===== src/rtl/pbaag_pkg.sv =====
package pbaag_pkg;

   localparam int P_DEFAULT    = 2;
   localparam int Q_DEFAULT    = 4;
   localparam int ROWS_DEFAULT = 128;
   localparam int COLS_DEFAULT = 128;

   localparam int MAX_OUT = 8;
   localparam int STEP_W  = (MAX_OUT > 1) ? $clog2(MAX_OUT) : 1;
   localparam int POS_W   = 6;
   localparam int IDX_W   = 3;

   typedef logic [2:0] scheme_type;
   typedef logic [2:0] shape_type;
   typedef logic [1:0] status_type;

   localparam scheme_type SCHEME_UNDEF      = 3'd0;
   localparam scheme_type SCHEME_RECT       = 3'd1;
   localparam scheme_type SCHEME_RECT_ROW   = 3'd2;
   localparam scheme_type SCHEME_RECT_COL   = 3'd3;
   localparam scheme_type SCHEME_ROW_COL    = 3'd4;
   localparam scheme_type SCHEME_RECT_TRECT = 3'd5;

   localparam shape_type SHAPE_RECT      = 3'd0;
   localparam shape_type SHAPE_ROW       = 3'd1;
   localparam shape_type SHAPE_MAIN_DIAG = 3'd2;
   localparam shape_type SHAPE_SEC_DIAG  = 3'd3;
   localparam shape_type SHAPE_COL       = 3'd4;
   localparam shape_type SHAPE_TRECT     = 3'd5;

   localparam status_type STATUS_OK        = 2'd0;
   localparam status_type STATUS_OOB       = 2'd1;
   localparam status_type STATUS_NO_SCHEME = 2'd2;
   localparam status_type STATUS_NO_SHAPE  = 2'd3;

   function automatic logic scheme_valid(input scheme_type scheme);
      return (scheme == SCHEME_RECT) || (scheme == SCHEME_RECT_ROW) ||
             (scheme == SCHEME_RECT_COL) || (scheme == SCHEME_ROW_COL) ||
             (scheme == SCHEME_RECT_TRECT);
   endfunction

   function automatic logic shape_ok(input scheme_type scheme, input shape_type shape);
      logic ok;
      unique case (scheme)
         SCHEME_RECT: begin
            ok = (shape == SHAPE_RECT);
         end
         SCHEME_RECT_ROW: begin
            ok = (shape == SHAPE_RECT) || (shape == SHAPE_ROW) ||
                 (shape == SHAPE_MAIN_DIAG) || (shape == SHAPE_SEC_DIAG);
         end
         SCHEME_RECT_COL: begin
            ok = (shape == SHAPE_RECT) || (shape == SHAPE_COL) ||
                 (shape == SHAPE_MAIN_DIAG) || (shape == SHAPE_SEC_DIAG);
         end
         SCHEME_ROW_COL: begin
            ok = (shape == SHAPE_RECT) || (shape == SHAPE_ROW) || (shape == SHAPE_COL);
         end
         SCHEME_RECT_TRECT: begin
            ok = (shape == SHAPE_RECT) || (shape == SHAPE_TRECT);
         end
         default: begin
            ok = 1'b0;
         end
      endcase
      return ok;
   endfunction

   // Quotient of an 8-bit value by a small constant, using its 17-bit reciprocal scaled by 2^16.
   function automatic logic [7:0] quo_const(input logic [7:0] x, input logic [16:0] recip);
      logic [24:0] prod;
      prod = 25'(x) * 25'(recip);
      return prod[23:16];
   endfunction

   function automatic logic [7:0] mod_const(input logic [7:0] x, input logic [3:0] d,
                                            input logic [16:0] recip);
      logic [7:0] q;
      q = quo_const(x, recip);
      return x - 8'(q * {4'b0000, d});
   endfunction

endpackage


===== src/rtl/prf_block_access_address_gen.sv =====
// Block-access address generator for a polymorphic register file. Each request on the req
// channel names a start element and an access shape; the block answers with one rsp
// transaction per element (P*Q of them, in position order, at most 8 per request; a longer
// access goes on with the next request), each carrying the element coordinates, the memory
// module and in-module address under the scheme in the csr register, and a status. An
// undefined scheme or an unsupported shape gives a single transaction marked last. An
// out-of-bounds element carries zero module and address fields. Results leave one per
// cycle from the output register while rsp_tready stays high. The next request is accepted
// in the cycle its predecessor's final result is produced. The scheme register must be
// written only while no request is in progress.
module prf_block_access_address_gen #(
   parameter int P    = pbaag_pkg::P_DEFAULT,
   parameter int Q    = pbaag_pkg::Q_DEFAULT,
   parameter int ROWS = pbaag_pkg::ROWS_DEFAULT,
   parameter int COLS = pbaag_pkg::COLS_DEFAULT
) (
   input  logic        clock,
   input  logic        reset,
   input  logic        csr_we,
   input  logic [2:0]  csr_wdata,    // mapping_scheme
   input  logic        req_tvalid,
   output logic        req_tready,
   input  logic [15:0] req_tdata,    // base_row[6:0], base_col[13:7], zero fill
   input  logic [2:0]  req_tuser,    // access_shape
   output logic        rsp_tvalid,
   input  logic        rsp_tready,
   output logic [47:0] rsp_tdata,    // position, elem_row, elem_col, module_row,
                                     // module_col, in_module_addr, zero fill
   output logic [1:0]  rsp_tuser,    // status
   output logic        rsp_tlast
);

   localparam logic [16:0] RECIP_P    = 17'((65536 + P - 1) / P);
   localparam logic [16:0] RECIP_Q    = 17'((65536 + Q - 1) / Q);
   localparam logic [3:0]  P_D        = 4'(P);
   localparam logic [3:0]  Q_D        = 4'(Q);
   localparam logic [13:0] ROW_STRIDE = 14'(COLS / Q);

   pbaag_pkg::scheme_type scheme_ff;
   logic                  active_ff, active_in;
   logic [pbaag_pkg::POS_W-1:0]  k_ff, k_in;
   logic [pbaag_pkg::IDX_W-1:0]  i_ff, i_in, j_ff, j_in;
   logic [pbaag_pkg::STEP_W-1:0] n_ff, n_in;
   logic [6:0]            held_row_ff, held_row_in, held_col_ff, held_col_in;
   pbaag_pkg::shape_type  held_shape_ff, held_shape_in;
   logic                  rsp_valid_ff, rsp_valid_in;
   logic [47:0]           rsp_data_ff, rsp_data_in;
   pbaag_pkg::status_type rsp_status_ff, rsp_status_in;
   logic                  rsp_last_ff, rsp_last_in;

   logic                  load_w, req_fire_w, request_ok_w, last_w, step_done_w;
   logic [5:0]            di_w;
   logic [8:0]            dj_w, elem_col_w;
   logic [7:0]            elem_row_w, rx_w, cx_w, rq_w, rp_w, cq_w, cm_w;
   logic [7:0]            mr_w, mc_w;
   logic                  in_bounds_w;
   logic [13:0]           addr_w;

   assign request_ok_w = pbaag_pkg::scheme_valid(scheme_ff) &&
                         pbaag_pkg::shape_ok(scheme_ff, held_shape_ff);
   assign load_w       = active_ff && (!rsp_valid_ff || rsp_tready);
   assign last_w       = !request_ok_w ||
                         ((i_ff == pbaag_pkg::IDX_W'(P - 1)) &&
                          (j_ff == pbaag_pkg::IDX_W'(Q - 1)));
   assign step_done_w  = last_w || (n_ff == pbaag_pkg::STEP_W'(pbaag_pkg::MAX_OUT - 1));
   assign req_tready   = !active_ff || (load_w && step_done_w);
   assign req_fire_w   = req_tvalid && req_tready;

   always_comb begin
      unique case (held_shape_ff)
         pbaag_pkg::SHAPE_RECT: begin
            di_w = 6'(i_ff);
            dj_w = 9'(j_ff);
         end
         pbaag_pkg::SHAPE_ROW: begin
            di_w = '0;
            dj_w = 9'(k_ff);
         end
         pbaag_pkg::SHAPE_MAIN_DIAG: begin
            di_w = k_ff;
            dj_w = 9'(k_ff);
         end
         pbaag_pkg::SHAPE_SEC_DIAG: begin
            di_w = k_ff;
            dj_w = 9'(0) - 9'(k_ff);
         end
         pbaag_pkg::SHAPE_COL: begin
            di_w = k_ff;
            dj_w = '0;
         end
         default: begin
            di_w = 6'(j_ff);
            dj_w = 9'(i_ff);
         end
      endcase
   end

   assign elem_row_w  = {1'b0, held_row_ff} + {2'b00, di_w};
   assign elem_col_w  = {2'b00, held_col_ff} + dj_w;
   assign in_bounds_w = (elem_row_w < 8'(ROWS)) && !elem_col_w[8] &&
                        (elem_col_w[7:0] < 8'(COLS));

   assign rx_w = {1'b0, elem_row_w[6:0]};
   assign cx_w = {1'b0, elem_col_w[6:0]};
   assign rq_w = pbaag_pkg::quo_const(rx_w, RECIP_P);
   assign rp_w = rx_w - 8'(rq_w * {4'b0000, P_D});
   assign cq_w = pbaag_pkg::quo_const(cx_w, RECIP_Q);
   assign cm_w = cx_w - 8'(cq_w * {4'b0000, Q_D});

   always_comb begin
      unique case (scheme_ff)
         pbaag_pkg::SCHEME_RECT_ROW: begin
            mr_w = pbaag_pkg::mod_const(rx_w + cq_w, P_D, RECIP_P);
            mc_w = cm_w;
         end
         pbaag_pkg::SCHEME_RECT_COL: begin
            mr_w = rp_w;
            mc_w = pbaag_pkg::mod_const(rq_w + cx_w, Q_D, RECIP_Q);
         end
         pbaag_pkg::SCHEME_ROW_COL: begin
            mr_w = pbaag_pkg::mod_const(rx_w + cq_w, P_D, RECIP_P);
            mc_w = pbaag_pkg::mod_const(rq_w + cx_w, Q_D, RECIP_Q);
         end
         pbaag_pkg::SCHEME_RECT_TRECT: begin
            if (P < Q) begin
               mr_w = rp_w;
               mc_w = pbaag_pkg::mod_const(rx_w - rp_w + cx_w, Q_D, RECIP_Q);
            end else begin
               mr_w = pbaag_pkg::mod_const(rx_w + cx_w - cm_w, P_D, RECIP_P);
               mc_w = cm_w;
            end
         end
         default: begin
            mr_w = rp_w;
            mc_w = cm_w;
         end
      endcase
   end

   assign addr_w = 14'(rq_w) * ROW_STRIDE + 14'(cq_w);

   always_comb begin
      active_in     = active_ff;
      k_in          = k_ff;
      i_in          = i_ff;
      j_in          = j_ff;
      n_in          = n_ff;
      held_row_in   = held_row_ff;
      held_col_in   = held_col_ff;
      held_shape_in = held_shape_ff;
      rsp_valid_in  = rsp_valid_ff;
      rsp_data_in   = rsp_data_ff;
      rsp_status_in = rsp_status_ff;
      rsp_last_in   = rsp_last_ff;

      if (load_w) begin
         rsp_valid_in = 1'b1;
         rsp_last_in  = last_w;
         if (!pbaag_pkg::scheme_valid(scheme_ff)) begin
            rsp_data_in   = '0;
            rsp_status_in = pbaag_pkg::STATUS_NO_SCHEME;
         end else if (!request_ok_w) begin
            rsp_data_in   = '0;
            rsp_status_in = pbaag_pkg::STATUS_NO_SHAPE;
         end else if (in_bounds_w) begin
            rsp_data_in   = {5'b00000, addr_w, mc_w[2:0], mr_w[2:0], elem_col_w,
                             elem_row_w, k_ff};
            rsp_status_in = pbaag_pkg::STATUS_OK;
         end else begin
            rsp_data_in   = {25'b0, elem_col_w, elem_row_w, k_ff};
            rsp_status_in = pbaag_pkg::STATUS_OOB;
         end

         if (last_w) begin
            k_in = '0;
            i_in = '0;
            j_in = '0;
         end else begin
            k_in = k_ff + 1'b1;
            if (j_ff == pbaag_pkg::IDX_W'(Q - 1)) begin
               j_in = '0;
               i_in = i_ff + 1'b1;
            end else begin
               j_in = j_ff + 1'b1;
            end
         end

         if (step_done_w) begin
            active_in = 1'b0;
         end else begin
            n_in = n_ff + 1'b1;
         end
      end else if (rsp_tready) begin
         rsp_valid_in = 1'b0;
      end

      if (req_fire_w) begin
         active_in = 1'b1;
         n_in      = '0;
         if (k_in == '0) begin
            held_row_in   = req_tdata[6:0];
            held_col_in   = req_tdata[13:7];
            held_shape_in = req_tuser;
         end
      end
   end

   always_ff @(posedge clock) begin
      if (reset) begin
         scheme_ff     <= pbaag_pkg::SCHEME_UNDEF;
         active_ff     <= 1'b0;
         k_ff          <= '0;
         i_ff          <= '0;
         j_ff          <= '0;
         n_ff          <= '0;
         held_row_ff   <= '0;
         held_col_ff   <= '0;
         held_shape_ff <= pbaag_pkg::SHAPE_RECT;
         rsp_valid_ff  <= 1'b0;
      end else begin
         if (csr_we) begin
            scheme_ff <= csr_wdata;
         end
         active_ff     <= active_in;
         k_ff          <= k_in;
         i_ff          <= i_in;
         j_ff          <= j_in;
         n_ff          <= n_in;
         held_row_ff   <= held_row_in;
         held_col_ff   <= held_col_in;
         held_shape_ff <= held_shape_in;
         rsp_valid_ff  <= rsp_valid_in;
      end
   end

   always_ff @(posedge clock) begin
      rsp_data_ff   <= rsp_data_in;
      rsp_status_ff <= rsp_status_in;
      rsp_last_ff   <= rsp_last_in;
   end

   assign rsp_tvalid = rsp_valid_ff;
   assign rsp_tdata  = rsp_data_ff;
   assign rsp_tuser  = rsp_status_ff;
   assign rsp_tlast  = rsp_last_ff;

   a_error_result_is_empty: assert property (@(posedge clock) disable iff (reset)
      rsp_valid_ff && ((rsp_status_ff == pbaag_pkg::STATUS_NO_SCHEME) ||
                       (rsp_status_ff == pbaag_pkg::STATUS_NO_SHAPE))
      |-> rsp_last_ff && (rsp_data_ff == '0))
      else $error("Error result carries data or lacks last.");

   a_counter_consistent: assert property (@(posedge clock) disable iff (reset)
      32'(k_ff) == 32'(i_ff) * Q + 32'(j_ff))
      else $error("Element counter disagrees with its row and column indices.");

   a_last_clears_counter: assert property (@(posedge clock) disable iff (reset)
      load_w && last_w |=> (k_ff == '0) && (i_ff == '0) && (j_ff == '0))
      else $error("Element counter not cleared after the final result.");

   a_position_matches: assert property (@(posedge clock) disable iff (reset)
      load_w && request_ok_w |=> rsp_data_ff[5:0] == $past(k_ff))
      else $error("Result position does not match the element counter.");

endmodule

===== config.mk =====
export PLATFORM = sky130hd
export DESIGN_NAME = prf_block_access_address_gen
export DESIGN_NICKNAME = d
export VERILOG_FILES = /design/src/rtl/pbaag_pkg.sv /design/src/rtl/prf_block_access_address_gen.sv
export SDC_FILE = /design/constraint.sdc
export NUM_CORES = 1
export LEC_CHECK = 0
export ABC_AREA = 1
export BUFFER_PORTS_ARGS = -buffer_cell sky130_fd_sc_hd__clkbuf_2
export CAP_MARGIN = 10
export CORE_ASPECT_RATIO = 1.75
export CORE_MARGIN = 2
export CORE_UTILIZATION = 45
export CTS_BUF_LIST = sky130_fd_sc_hd__clkbuf_4
export DETAILED_ROUTE_END_ITERATION = 8
export GPL_TIMING_DRIVEN = 0
export PLACE_DENSITY_LB_ADDON = 0.1
export SYNTH_ARGS = -nofsm -noshare
export SYNTH_HDL_FRONTEND = slang
export SYNTH_SLANG_ARGS = --single-unit

===== constraint.sdc =====
create_clock -name clock -period 6.6 [get_ports clock]
set_input_delay 0.33 -clock clock [delete_from_list [all_inputs] [get_ports clock]]
set_output_delay 0.33 -clock clock [all_outputs]
set_load 0.05 [all_outputs]

==> flow_summary.yaml <==
run_status:
  status: "finished clean"
timing:
  worst_pin_slew_ns: 0.957
  fin_crit_ns: 3.51
  worst_clock_skew_ns: 0.0154
  finalHoldViolCount: 0
  max_freq_mhz: 285
  finalCritPeriodShare: 0.533
  slew_viol_final: 0
  rsz0062_at_grt: "false"
  slew_headroom: 0.361
  fin_ws_ns: 3.09
  setup_violations: 0
  fin_setup_tns_ns: 0
yosys:
  synth.ff_latch_count: 77
  synth_ff_type: "edfxtp_1"
  synth-edff-count: 40
  synth_seq_area_share: 0.468
  synth_top_area_frac: 0.290
  netlist_top_cells_area: "edfxtp_1 (29%), dfxtp_1 (18%), nor2_1 (9.3%)"
  yosysWarnings: 0
  yosysUniqueCellTypes: 43
  syn_area_mm2: 0.00415
  yosysTopAreaCell: "edfxtp_1"
  syn_inst: 502
  syn-mean-instance-area_um2: 8.26
  synthArstFlopShare: 0
detailed_routing:
  drt-met1-wl_um: 3290
  ant_nets: 0
  post_drt_via_cell_ratio: 4.72
  wl_per_cell_um: 12.4
  drt_wl_total_um: 8840
  route.vias.total: 3372
  dr_wl_met3_um: 403
  routed-wl-met2_um: 4610
  route.detailed.drc: 0
  first_pass_iters: 4
  initialDrtViolationCount: 196
  highest_layer: "met4"
clock_network:
  ctsResizeCount: 0
  numCtsBuffers: 9
  cts-htree-levels: 3
  cts_sinks: 77
  root_buffer: "clkbuf_4"
  post-cts-setup-buffers: 0
  cts_tree: "yes"
  clockBufferDepth: 2
  clk_latency_ns: 0.44
  cts.clk_slew.worst_paths_ns: 0.11
  hold_buffers: 0
setup_path:
  cp_data_arrival_time_ns: 3.70
  path_cells: "inv_1 -> ha_1 -> inv_1 -> o221ai_1 -> o22ai_1 -> fa_1 -> o21ai_1 -> a21oi_1 -> o21bai_1 -> nand2_1 -> nand2_1 -> nand2_1 -> nand2_1 -> nor2_1 -> nand2_1 -> buf_2 -> nor2_1"
  required_ns: 6.78
  cp-start-kind: "register"
  cp.buffers_inverters: 3
  critPathMaxStageDelay_ns: 0.48
  critical_path_class: "reg -> reg"
  cp_common_cell: "nand2_1"
  crit_path_end_kind: "register"
  critPathMaxFanout: 10
  crit_family: "compound AO/OA/AOI/OAI gates"
  cp_slowest_cell: "dfxtp_1"
finish:
  final_area_mm2: 0.00480
  layout_commonest_cell: "nor2_1"
  drive_gt1_frac: 0.185
  most-common-layout-cells: "nor2_1 (103), nand2_1 (83), inv_1 (69)"
  area_growth_pct: 15.8
  nets: 640
  final_util: 0.532
floorplanning:
  dieArea_mm2: 0.0100
  coreArea_mm2: 0.00904
  initial_core_util: 0.459
  pin_count: 80
  die_w_um: 76.6
  die_h_um: 131
  rows: 46
global_routing:
  grt_first_pass_wirelength_um: 14400
  grt_use_total: 0.188
  grt_max_degree: 47
  antenna_found_initial: 1
  grt_pass1_vias: 3163
  globalRouteOverflowTotal: 0
placed_design:
  pre_cts_slack_ns: 3.05
  dpl.hpwl_um: 7120
  portBuffers: 66
  place.gp.congestion: 0.869
  placed_area_mm2: 0.00466
job:
  drv_cap: 0
min_path:
  hold_class: "in -> reg"
pwr:
  power_leakage_nw: 2.34
  peakVddDrop_v: 0.000106
  p_per_area_mw_per_mm2: 255
## area by class of cell
class	count	area, um2
Multi-Input combinational cell	341	1820
Sequential cell	77	1940
Tap cell	120	150
Fill cell	931	4230
Inverter	73	274
Clock inverter	3	38.8
Buffer	21	144
Timing Repair Buffer	66	330
Antenna cell	1	2.50
Clock buffer	13	97.6
## cells in the mapped netlist (all sizes together), types with 2 or more instances
library cell,n
nor3,3
ha,22
o21ai,20
fa,2
or2,2
o221ai,4
inv,72
edfxtp,40
dfxtp,37
o22ai,2
xor2,15
a21oi,27
nand3,19
clkbuf,2
buf,19
nand2,89
xnor2,5
o311ai,2
nor2,104
nand4,2
## path summary, 6_finish.rpt
check | from | end | slack [ns] | cells after the start
setup / recovery | k_ff[0]$_SDFF_PP0_ | rsp_tdata[29]$_SDFFCE_PN0P_ | 3.09 | 17
hold / removal | reset | i_ff[1]$_SDFFE_PP0P_ | 0.11 | 2
setup reg to reg | k_ff[0]$_SDFF_PP0_ | rsp_tdata[29]$_SDFFCE_PN0P_ | 3.09 | 17
hold reg to reg | n_ff[1]$_SDFFE_PP0P_ | n_ff[1]$_SDFFE_PP0P_ | 0.48 | 2
## report_power, final
group | internal (W) | switching [W]
sequential | 0.000554 | 0.0000267
clock | 0.000131 | 0.000154
combinational | 0.000101 | 0.000258
total | 0.000786 | 0.000439
## worst register-to-register path, stage by stage (launching register included)
cell	delay, ns
dfxtp_1	0.48
inv_1	0.17
ha_1	0.31
inv_1	0.05
o221ai_1	0.20
o22ai_1	0.15
fa_1	0.45
o21ai_1	0.26
a21oi_1	0.11
o21bai_1	0.22
nand2_1	0.11
nand2_1	0.07
nand2_1	0.06
nand2_1	0.07
nor2_1	0.05
nand2_1	0.16
buf_2	0.28
nor2_1	0.07
## registers in the layout, summed over array words and instances, names as in the netlist
name / cells
active_ff: 1
held_col_ff: 7
held_row_ff: 7
held_shape_ff: 3
i_ff: 3
j_ff: 3
k_ff: 6
n_ff: 3
rsp_tdata: 37
rsp_tlast: 1
rsp_tuser: 2
rsp_tvalid: 1
scheme_ff: 3
## metrics by stage
step           cells  power [W]  hold WS, ns
3_5_place_dp     698   0.000955        0.465
5_1_grt          715    0.00130        0.104
2_1_floorplan    512   0.000868        0.430
3_3_place_gp     698   0.000949        0.455
4_1_cts          714    0.00124       0.0675
6_report         715    0.00122        0.105
## layer usage
metal  GRT usage  vias to the layer above
li1            -                     1765
met1       0.174                     1499
met2       0.355                       79
met3      0.0460                       29
met4       0.139                        0
met5           0                        -
## cell families (layout without fill, tap and decap cells)
family                   Yosys count  in the layout  synth area share
AO/OA/AOI/OAI                     64             64            0.0905
XOR/XNOR                          20             20            0.0422
adder cells (fa/ha/maj)           24             24            0.0760
buffers and inverters             94            176             0.101
flip-flops                        77             77             0.468
other                              1             12          0.000904
AND/OR/NAND/NOR                  222            222             0.221
No activity file was read; power rests on OpenSTA's default activity.
